[config.mk]
export PLATFORM = sky130hd
export DESIGN_NAME = ptc_delay
export DESIGN_NICKNAME = d
export VERILOG_FILES = /design/src/sv/ptc_delay.sv
export SDC_FILE = /design/constraint.sdc
export NUM_CORES = 1
export LEC_CHECK = 0
export ABC_AREA = 1
export CAP_MARGIN = 10
export CORE_MARGIN = 8
export CORE_UTILIZATION = 40
export DETAILED_ROUTE_END_ITERATION = 7
export DONT_BUFFER_PORTS = 1
export PLACE_DENSITY_LB_ADDON = 0.3
export SYNTH_ARGS = -nofsm -noshare
export SYNTH_HDL_FRONTEND = slang
export SYNTH_SLANG_ARGS = --single-unit
[constraint.sdc]
create_clock -name clk -period 1.4 [get_ports clk]
set_clock_uncertainty 0.1 [all_clocks]
set_input_delay 0.07 -clock clk [delete_from_list [all_inputs] [get_ports clk]]
set_output_delay 0.07 -clock clk [all_outputs]
set_load 0.05 [all_outputs]
[src/sv/ptc_delay.sv]
// Enabled delay line of fixed depth for payload that rides along the pipeline.
// Depends on nothing.
`default_nettype none

module ptc_delay #(
  parameter int WIDTH = 8,
  parameter int DEPTH = 2
) (
  input  wire logic             clk,
  input  wire logic             en,
  input  wire logic [WIDTH-1:0] din,
  output logic      [WIDTH-1:0] dout
);

  logic [WIDTH-1:0] taps [DEPTH];

  // Shift one place whenever the pipeline advances.
  always_ff @(posedge clk) begin
    if (en) begin
      taps[0] <= din;
      for (int i = 1; i < DEPTH; i++) begin
        taps[i] <= taps[i-1];
      end
    end
  end

  assign dout = taps[DEPTH-1];

endmodule

`default_nettype wire

==> Implementation_results.wiki <==
{| class="wikitable"
! Metric !! Value
|-
| Status || complete, no violations
|-
| Critical path cell sequence || dlygate4sd3_1
|-
| Largest Register || taps
|-
| Combined area of the multi-input logic cells || 0 um^2
|-
| Startpoint kind of the worst setup timing path || primary input
|-
| Synth Net Count || 34
|-
| Number of combinational gates with multiple inputs || 0
|-
| Total negative slack || 0 ns
|-
| Largest buffer count on any clock path || 2
|-
| Average instance area after synthesis || 22.5 um^2
|-
| Class of the tightest hold or removal check || in2reg
|-
| Worst setup path class || in2reg
|-
| Most instantiated flip-flop cell in the synthesis netlist || sky130_fd_sc_hd__edfxtp_1
|-
| Synthesis-stage register bit count || 16
|-
| Synth Cell Area || 541 um^2
|-
| Initial antenna violation count || 0
|-
| Antenna Diode Count || 0
|-
| PwrDens || 1450 nW/um^2
|-
| Largest register FFs || 16
|-
| Clock transition at path regs || around 0.080 ns
|-
| Share of layout cells above drive strength 1 || between 10% and 20%
|-
| Worst path buffer plus inverter count || 1
|-
| Clock tree sinks || 16
|-
| Initial standard-cell utilization of the core || 42.1%
|-
| Final setup fails || 0
|-
| Tcrit/Tclk final || 88.2%
|-
| Nature of the critical path endpoint || flip-flop
|-
| Share of Yosys cell area claimed by the top area cell type || 88.9%
|-
| Commonest cells post-synth || 16 x sky130_fd_sc_hd__edfxtp_1, 8 x sky130_fd_sc_hd__buf_4
|-
| Die outline width || 52.8 um
|-
| Num rows || 13
|-
| Height of the chip || 52.8 um
|-
| Worst EP arrival || 1.05 ns
|-
| Final nets || 40
|-
| Worst ir drop on vdd || 484 uV
|-
| Slowest cell on crit path || sky130_fd_sc_hd__dlygate4sd3_1
|-
| Port-buffer cells || 0
|-
| Via count of the first global-routing pass || 215
|-
| Leakage power total || between 0.2 and 0.25 nW
|-
| Post-synth EDFFs || 16
|-
| Placer Congestion || 0.526
|-
| Global-route congestion overflow total || 0
|-
| Via count normalized by instance count || 4.34
|-
| Clk_lat worst skew || 0.27 ns
|-
| Root buffer cell || sky130_fd_sc_hd__clkbuf_4
|-
| Largest registers || taps: 16 flops
|-
| Distinct cell type count after synthesis || 2
|-
| Setup repair after global routing missed its margin || false
|-
| Number of hold violations in the final report || 0
|-
| Maximum level of the CTS H-tree || 1
|-
| Num CTS Buffers || 3
|-
| Standard cell core area || between 1000 and 1500 um^2
|-
| Max Clk Rate || between 800 and 900 MHz
|-
| Total iterations of the first detailed-routing run || 2
|-
| Yosys top cell by area || sky130_fd_sc_hd__edfxtp_1
|-
| Pin count of the biggest net entering global routing || 17
|-
| TritonCTS clock tree || built
|-
| Async S/R FF share, synth || 0%
|-
| Number of violations reported at the end of detailed-routing iteration 0 || 7
|-
| Gr usage total || 5.34%
|-
| Buffer count from post-CTS setup fixing || 0
|-
| Count of non-filler cells in the finished layout || 44
|-
| Worst slew margin || between 50% and 60%
|-
| Cells after DPL || 31
|-
| Required @ worst endpoint || 1.21 ns
|-
| MaxCap Viol Count || 0
|-
| Cell family with the largest share of critical-path delay || buffers and inverters
|-
| Number of I/O pins || 18
|-
| Count of final max-slew check failures || 0
|-
| Vias post-DR || 191
|-
| Final total power || 892 uW
|-
| Slew @ Worst Pin || 0.681 ns
|-
| Biggest cell delay along the critical path || 0.98 ns
|-
| Antenna violation net count after detailed routing || 0
|-
| Min Clock Period, post-route || 1.23 ns
|-
| First-pass GRT wire length || 972 um
|-
| Biggest area contributors in the synthesized netlist || sky130_fd_sc_hd__edfxtp_1 89%, sky130_fd_sc_hd__buf_4 11%
|-
| Largest fanout on the critical path || 16
|-
| Sequential cell area fraction in the yosys report || 88.9%
|-
| Area growth syn-to-layout || 13.9%
|-
| Number of cells produced by synthesis || 24
|-
| Routed length per instance || 14.8 um
|-
| Detailed-route DRC error count || 0
|-
| Yosys warning total || 0
|-
| Post-Route WL || 651 um
|-
| Leading cell type by number of instances after synthesis || sky130_fd_sc_hd__edfxtp_1
|-
| Worst slack on hold paths || 0.315 ns
|-
| Die area || 2780 um^2
|}
-- where the power goes --
group	switching, mW	leakage (nW)	internal, mW
Combinational	0.0112	0.0376	0.0166
Clock	0.128	0.0154	0.103
Sequential	0.0643	0.157	0.569
Total	0.203	0.210	0.689
-- metal layers --
layer,GRT usage [%],routed length (um)
met4,7.76,0
met2,7.81,372
met5,0,0
met1,4.53,223
met3,2.27,55
-- cells by family (layout without fill, tap and decap cells) --
| logic type | count (synthesis) | count (layout) | share of synthesized area [%] |
|---|---|---|---|
| buffers and inverters | 8 | 13 | 11.1 |
| DFF | 16 | 16 | 88.9 |
-- path summary, 6_finish.rpt --
path,start,end,slack [ns],cells after the start
hold / removal,din[0],taps[0][0],0.31,1
setup / recovery,en,taps[0][1],0.17,1
hold reg to reg,taps[0][7],taps[0][15],0.31,0
setup reg to reg,taps[0][5],taps[0][13],0.66,0
-- stage by stage --
stage | instance area [um^2] | worst slack, ns | utilization (%)
after detailed placement | 499 | 0.601 | 38.9
final | 616 | 0.165 | 47.9
after global routing | 616 | 0.0985 | 47.9
after global placement | 499 | 0.613 | 38.9
after floorplan | 541 | 0.707 | -
after CTS | 616 | 0.168 | 47.9
-- area by class of cell --
| type | count | area [um^2] |
|---|---|---|
| clock buffers | 3 | 22.5 |
| well taps | 15 | 18.8 |
| repair buffers | 9 | 90.1 |
| fillers | 110 | 669 |
| clock inverters | 1 | 3.75 |
| flip-flops and latches | 16 | 480 |
-- cells in the final DEF (no fill, tap or decap) --
cell type	netlist	final
sky130_fd_sc_hd__clkinv_1	0	1
sky130_fd_sc_hd__edfxtp_1	16	16
sky130_fd_sc_hd__dlygate4sd3_1	0	9
sky130_fd_sc_hd__clkbuf_4	0	3
-- timing repair --
item / CTS / global route
resized for setup: 0 / 0
endpoints found under the setup margin: 0 / 0
hold endpoints to repair: 24 / 0
hold buffers: 9 / 0
Power figures use the tool's default switching activity.
