### config.mk
export PLATFORM = sky130hd
export DESIGN_NAME = ptc_temp
export DESIGN_NICKNAME = d
export VERILOG_FILES = /design/src/sv/ptc_pkg.sv /design/src/sv/ptc_temp.sv
export SDC_FILE = /design/constraint.sdc
export NUM_CORES = 2
export LEC_CHECK = 0
export BUFFER_PORTS_ARGS = -buffer_cell sky130_fd_sc_hd__clkbuf_2
export CORE_MARGIN = 3
export CORE_UTILIZATION = 45
export CTS_BUF_LIST = sky130_fd_sc_hd__clkbuf_4 sky130_fd_sc_hd__clkbuf_8
export DETAILED_ROUTE_END_ITERATION = 7
export SETUP_SLACK_MARGIN = 0.05
export SYNTH_ARGS = -nofsm -noshare
export SYNTH_HDL_FRONTEND = slang
export SYNTH_SLANG_ARGS = --single-unit
### constraint.sdc
create_clock -name clk -period 8 [get_ports clk]
set_clock_uncertainty 0.15 [all_clocks]
set_input_delay 0.4 -clock clk [delete_from_list [all_inputs] [get_ports clk]]
set_output_delay 0.4 -clock clk [all_outputs]
set_load 0.005 [all_outputs]
### src/sv/ptc_pkg.sv
// Shared types, constants and helper functions for the pressure and
// temperature compensation pipeline. No dependencies.
`default_nettype none

package ptc_pkg;

  // One packed register of three 16-bit trim words.
  typedef logic [47:0] trim_t;

  // Configuration register indexes.
  typedef enum logic [1:0] {
    REG_TEMP_TRIM  = 2'd0,
    REG_PRESS_LOW  = 2'd1,
    REG_PRESS_MID  = 2'd2,
    REG_PRESS_HIGH = 2'd3
  } reg_idx_t;

  // Arithmetic constants of the compensation formulas.
  localparam logic [32:0] T_OFFSET = 33'd128000;
  localparam logic [31:0] T_ROUND  = 32'd128;
  localparam logic [20:0] P_FULL   = 21'd1048576;
  localparam logic [63:0] P_SCALE  = 64'd3125;
  localparam logic [63:0] K_BIAS   = 64'h0000_8000_0000_0000;

  // Stage counts of the sub-units.
  localparam int TEMP_LAT  = 6;
  localparam int MUL_LAT   = 2;
  localparam int DIV_STEPS = 64;
  localparam int DIV_LAT   = DIV_STEPS + 2;

  // Arithmetic right shift of a 64-bit pattern.
  function automatic logic [63:0] asr64(input logic [63:0] v, input int unsigned s);
    logic signed [63:0] sv;
    sv = v;
    return sv >>> s;
  endfunction

  // Arithmetic right shift of a 32-bit pattern.
  function automatic logic [31:0] asr32(input logic [31:0] v, input int unsigned s);
    logic signed [31:0] sv;
    sv = v;
    return sv >>> s;
  endfunction

  // Sign extension of a 16-bit trim word to 64 bits.
  function automatic logic [63:0] sext16(input logic [15:0] w);
    return {{48{w[15]}}, w};
  endfunction

endpackage

`default_nettype wire

### src/sv/ptc_temp.sv
// Temperature compensation stages: fine temperature, centidegree result and
// the offset pressure term. Depends on ptc_pkg.
`default_nettype none

module ptc_temp (
  input  wire logic                clk,
  input  wire logic                en,
  input  wire logic [19:0]         raw_t,
  input  wire ptc_pkg::trim_t      trim,
  output logic      [19:0]         tc,
  output logic      [32:0]         tx
);
  import ptc_pkg::*;

  logic [15:0]        t1;
  logic signed [15:0] t2;
  logic signed [15:0] t3;
  logic signed [17:0] a;
  logic signed [16:0] b;
  logic signed [33:0] m1_full;
  logic signed [33:0] bb_full;
  logic [31:0]        m1;
  logic [31:0]        bb;
  logic [31:0]        bb_sh;
  logic [31:0]        v1;
  logic [31:0]        v1_d;
  logic signed [19:0] bb12;
  logic signed [35:0] m2_full;
  logic [31:0]        m2;
  logic [31:0]        tf;
  logic [31:0]        tf5;

  assign t1 = trim[15:0];
  assign t2 = trim[31:16];
  assign t3 = trim[47:32];

  // Stage 1: offsets from the first trim word.
  always_ff @(posedge clk) begin
    if (en) begin
      a <= {1'b0, raw_t[19:3]} - {1'b0, t1, 1'b0};
      b <= {1'b0, raw_t[19:4]} - {1'b0, t1};
    end
  end

  // Stage 2: linear term and square.
  assign m1_full = a * t2;
  assign bb_full = b * b;

  always_ff @(posedge clk) begin
    if (en) begin
      m1 <= m1_full[31:0];
      bb <= bb_full[31:0];
    end
  end

  // Stage 3: scale both terms.
  assign bb_sh = asr32(bb, 12);

  always_ff @(posedge clk) begin
    if (en) begin
      v1   <= asr32(m1, 11);
      bb12 <= bb_sh[19:0];
    end
  end

  // Stage 4: quadratic term.
  assign m2_full = bb12 * t3;

  always_ff @(posedge clk) begin
    if (en) begin
      m2   <= m2_full[31:0];
      v1_d <= v1;
    end
  end

  // Stage 5: fine temperature.
  always_ff @(posedge clk) begin
    if (en) begin
      tf <= v1_d + asr32(m2, 14);
    end
  end

  // Stage 6: rounded centidegrees and the pressure offset.
  assign tf5 = {tf[29:0], 2'd0} + tf + T_ROUND;

  always_ff @(posedge clk) begin
    if (en) begin
      tc <= tf5[27:8];
      tx <= {tf[31], tf} - T_OFFSET;
    end
  end

endmodule

`default_nettype wire

==> flow_summary.yaml <==
run_status:
  status: "complete, no violations"
worst_setup_path:
  crit_slowest_cell: "edfxtp_1"
  end_kind: "flip-flop"
  required_ps: 8230
  crit_family: "adder cells"
  path_max_fanout: 18
  path_buf_inv: 4
  path_cells: "buf_4, inv_1, nor2_1, fa_1, fa_1, fa_1, fa_1, fa_1, inv_1, fa_1, inv_1, ha_1, nand3_1, or2_2, o22ai_1, nor2_2, a211oi_2, nor3_1, a311o_1"
  r2r_slack_ps: 900
  start_kind: "flip-flop"
  crit_path_frequent_cell: "fa_1"
  max_stage_delay_ps: 850
  crit_type: "flip-flop to flip-flop"
  crit_arrival_ps: 7320
routing:
  drtAntennaViolNets: 0
  wl_mm: 84.7
  dr.pass1.iters: 7
  via_per_inst: 4.87
  drc: 0
  initialDrtViolationCount: 1326
  num_vias: 24900
  wire_per_inst_um: 16.6
die:
  die-height_um: 300
  die_w_um: 300
  rows: 107
  die_area_mm2: 0.0899
  core_area_mm2: 0.0854
  initial_core_util: 0.455
  num_io_pins: 123
place:
  gp_routability_congestion: 0.855
  place_hpwl_mm: 68.4
  numPortBuffers: 119
global_routing:
  grt_pass1_vias: 27000
  grt_pass1_wl_mm: 142
  grt_use_total: 0.200
  antenna_found_initial: 6
  grt_max_degree: 84
  grt-ovfl-total: 0
logic_synthesis:
  yosys.area.top_type: "fa_1"
  ys_ff_latch: 214
  yosysWarnings: 0
  synth_ff_type: "edfxtp_1"
  yosys.area.top_type_share: 0.421
  synth_edf_count: 214
  synthDistinctLibCells: 59
  synthSimpleGateAreaFrac: 0.123
  async_flop_share: 0
  synthCells: 3861
  synth.avg_cell_area_um2: 10.1
  synth_top_cells_by_area: "fa_1 42%, edfxtp_1 17%, ha_1 10%"
  synth-xor-area-share: 0.0379
  yosysSeqAreaShare: 0.165
  synth_compound_area_frac: 0.0371
  syn_area_mm2: 0.0388
  syn_nets: 5071
  synth_adder_area_share: 0.525
  synthMuxAreaShare: 0.000290
  synth_top_family_by_area: "adder cells"
sta:
  tightest_slew_ps: 1040
  tns_ps: 0
  setup_violations: 0
  period_needed_ps: 7100
  hold_viol: 0
  rsz0062_at_grt: "no"
  period_share: 0.887
  drv_slew: 0
  fmax_mhz: 141
  slew_headroom: 0.307
finish:
  area_delta_synth_final_pct: 7.01
  nFillCells: 8124
  fin_nets: 5154
  drive_above_1_share: 0.0635
clock_tree:
  clk_pin_slew_ps: 70
  cts_made_buffers: 39
  cts_htree_levels: 2
  cts_setup_buffers: 0
  cts.sinks: 214
  cts_tree: "built"
  cts_root_buf: "clkbuf_8"
  clk-insertion-delay-late_ps: 650
  clockBufferDepth: 3
  cts-resized-gates: 0
min_path:
  hp-class: "input pin to flip-flop"
flow_run:
  maxCapViolCount: 0
cell families (layout without fill, tap and decap cells):
group | count (synthesis) | count (layout)
other | 0 | 1
muxes | 1 | 1
DFF | 214 | 214
xor gates and xnor gates | 168 | 168
AOI/OAI and AO/OA | 213 | 213
buffers and inverters | 1146 | 1254
adders and majority gates | 1140 | 1140
and+or+nand+nor | 979 | 979
synthesized netlist by cell type (all sizes together), types with 2 or more instances:
master   number
inv        1015
fa          816
nand2       409
ha          324
and2        323
edfxtp      214
clkbuf      128
xnor2       128
nor2        109
a21oi        59
xor2         40
o21ai        38
nor2b        30
nor3         26
a21o         25
nand3        25
o21a         18
nand2b       17
a211oi       10
or3          10
and3          8
o21bai        8
a31oi         7
nand4         7
o2111ai       7
a21boi        6
o211ai        6
a211o         5
or2           4
a31o          3
buf           3
nand3b        3
a2111oi       2
a41o          2
and4          2
nor3b         2
nor4          2
o211a         2
o2bb2ai       2
o311a         2
o31ai         2
o41ai         2
final cells by class:
| class | instances | area (um2) | share of cell area |
|---|---|---|---|
| Inverter | 1015 | 3810 | 0.0917 |
| Antenna cell | 1 | 2.50 | 0.0000602 |
| Tap cell | 1144 | 1430 | 0.0344 |
| Sequential cell | 214 | 6430 | 0.155 |
| Clock buffer | 43 | 567 | 0.0136 |
| Clock inverter | 23 | 200 | 0.00482 |
| Multi-Input combinational cell | 2501 | 28100 | 0.676 |
| Timing Repair Buffer | 173 | 1010 | 0.0244 |
sequential cells by signal (all words and copies together), names as in the netlist:
signal,cells
a,18
bb,20
bb12,20
m1,21
m2,18
tc,20
tf,22
tx,33
v1,21
v1_d,21
metrics by stage:
step	util	worst slack [ps]	hold WS (ps)	cell area, um2	instances
after floorplan	-	1480	250	38800	3861
after global placement	0.477	1010	251	40800	5046
after detailed placement	0.477	947	255	40800	5046
after CTS	0.486	937	21.8	41500	5113
after global routing	0.486	543	52.4	41500	5114
final	0.486	901	79.3	41500	5114
worst register-to-register path, delay by kind of cell, from the launching register on:
family / cells / cell delay (ps)
AND/OR/NAND/NOR: 5 / 1030
buffers and inverters: 4 / 680
adder cells (fa/ha/maj): 7 / 3330
flip-flops: 1 / 850
AO/OA/AOI/OAI: 3 / 850
final timing paths:
path | start | end | cells past startpoint
min | raw_t[7] | a[4]$_DFFE_PP_ | 4
max reg2reg | a[10]$_DFFE_PP_ | bb[30]$_DFFE_PP_ | 19
max | a[10]$_DFFE_PP_ | bb[30]$_DFFE_PP_ | 19
min reg2reg | m1[13]$_DFFE_PP_ | v1[2]$_DFFE_PP_ | 0
layout by cell type (no fill, tap or decap), types with 4 or more instances in the layout:
| cell type | instances |
|---|---|
| a31oi_1 | 7 |
| clkbuf_8 | 39 |
| a211o_1 | 5 |
| fa_1 | 816 |
| nor2b_1 | 30 |
| edfxtp_1 | 214 |
| clkinv_1 | 5 |
| or3_1 | 10 |
| buf_4 | 53 |
| o21ai_0 | 35 |
| xnor2_1 | 128 |
| a21oi_1 | 58 |
| o21a_1 | 18 |
| nand4_1 | 7 |
| nor3_1 | 25 |
| clkbuf_4 | 4 |
| a21o_1 | 25 |
| and2_1 | 323 |
| o211ai_1 | 6 |
| inv_1 | 1015 |
| a211oi_1 | 7 |
| and3_1 | 8 |
| ha_1 | 324 |
| o2111ai_1 | 7 |
| clkinv_2 | 9 |
| xor2_1 | 40 |
| o21bai_1 | 8 |
| nand3_1 | 25 |
| nand2b_1 | 17 |
| nand2_1 | 409 |
| or2_2 | 4 |
| a21boi_0 | 6 |
| nor2_1 | 108 |
| clkbuf_2 | 118 |
timing repair:
item                       4_1_cts  5_1_grt
hold endpoints to repair         1        0
setup endpoints to repair        0        0
hold buffers                     1        0
layer usage:
| layer | vias up | wire, um | global-route usage |
|---|---|---|---|
| li1 | 11600 | - | - |
| met1 | 12700 | 37100 | 0.272 |
| met2 | 506 | 41700 | 0.344 |
| met3 | 105 | 4220 | 0.0282 |
| met4 | 2 | 1700 | 0.0405 |
| met5 | - | 14 | 0 |
Power is left out: the tool's default activity adds up to more than one toggle a clock period on the data nets, which glitch-free logic cannot reach.
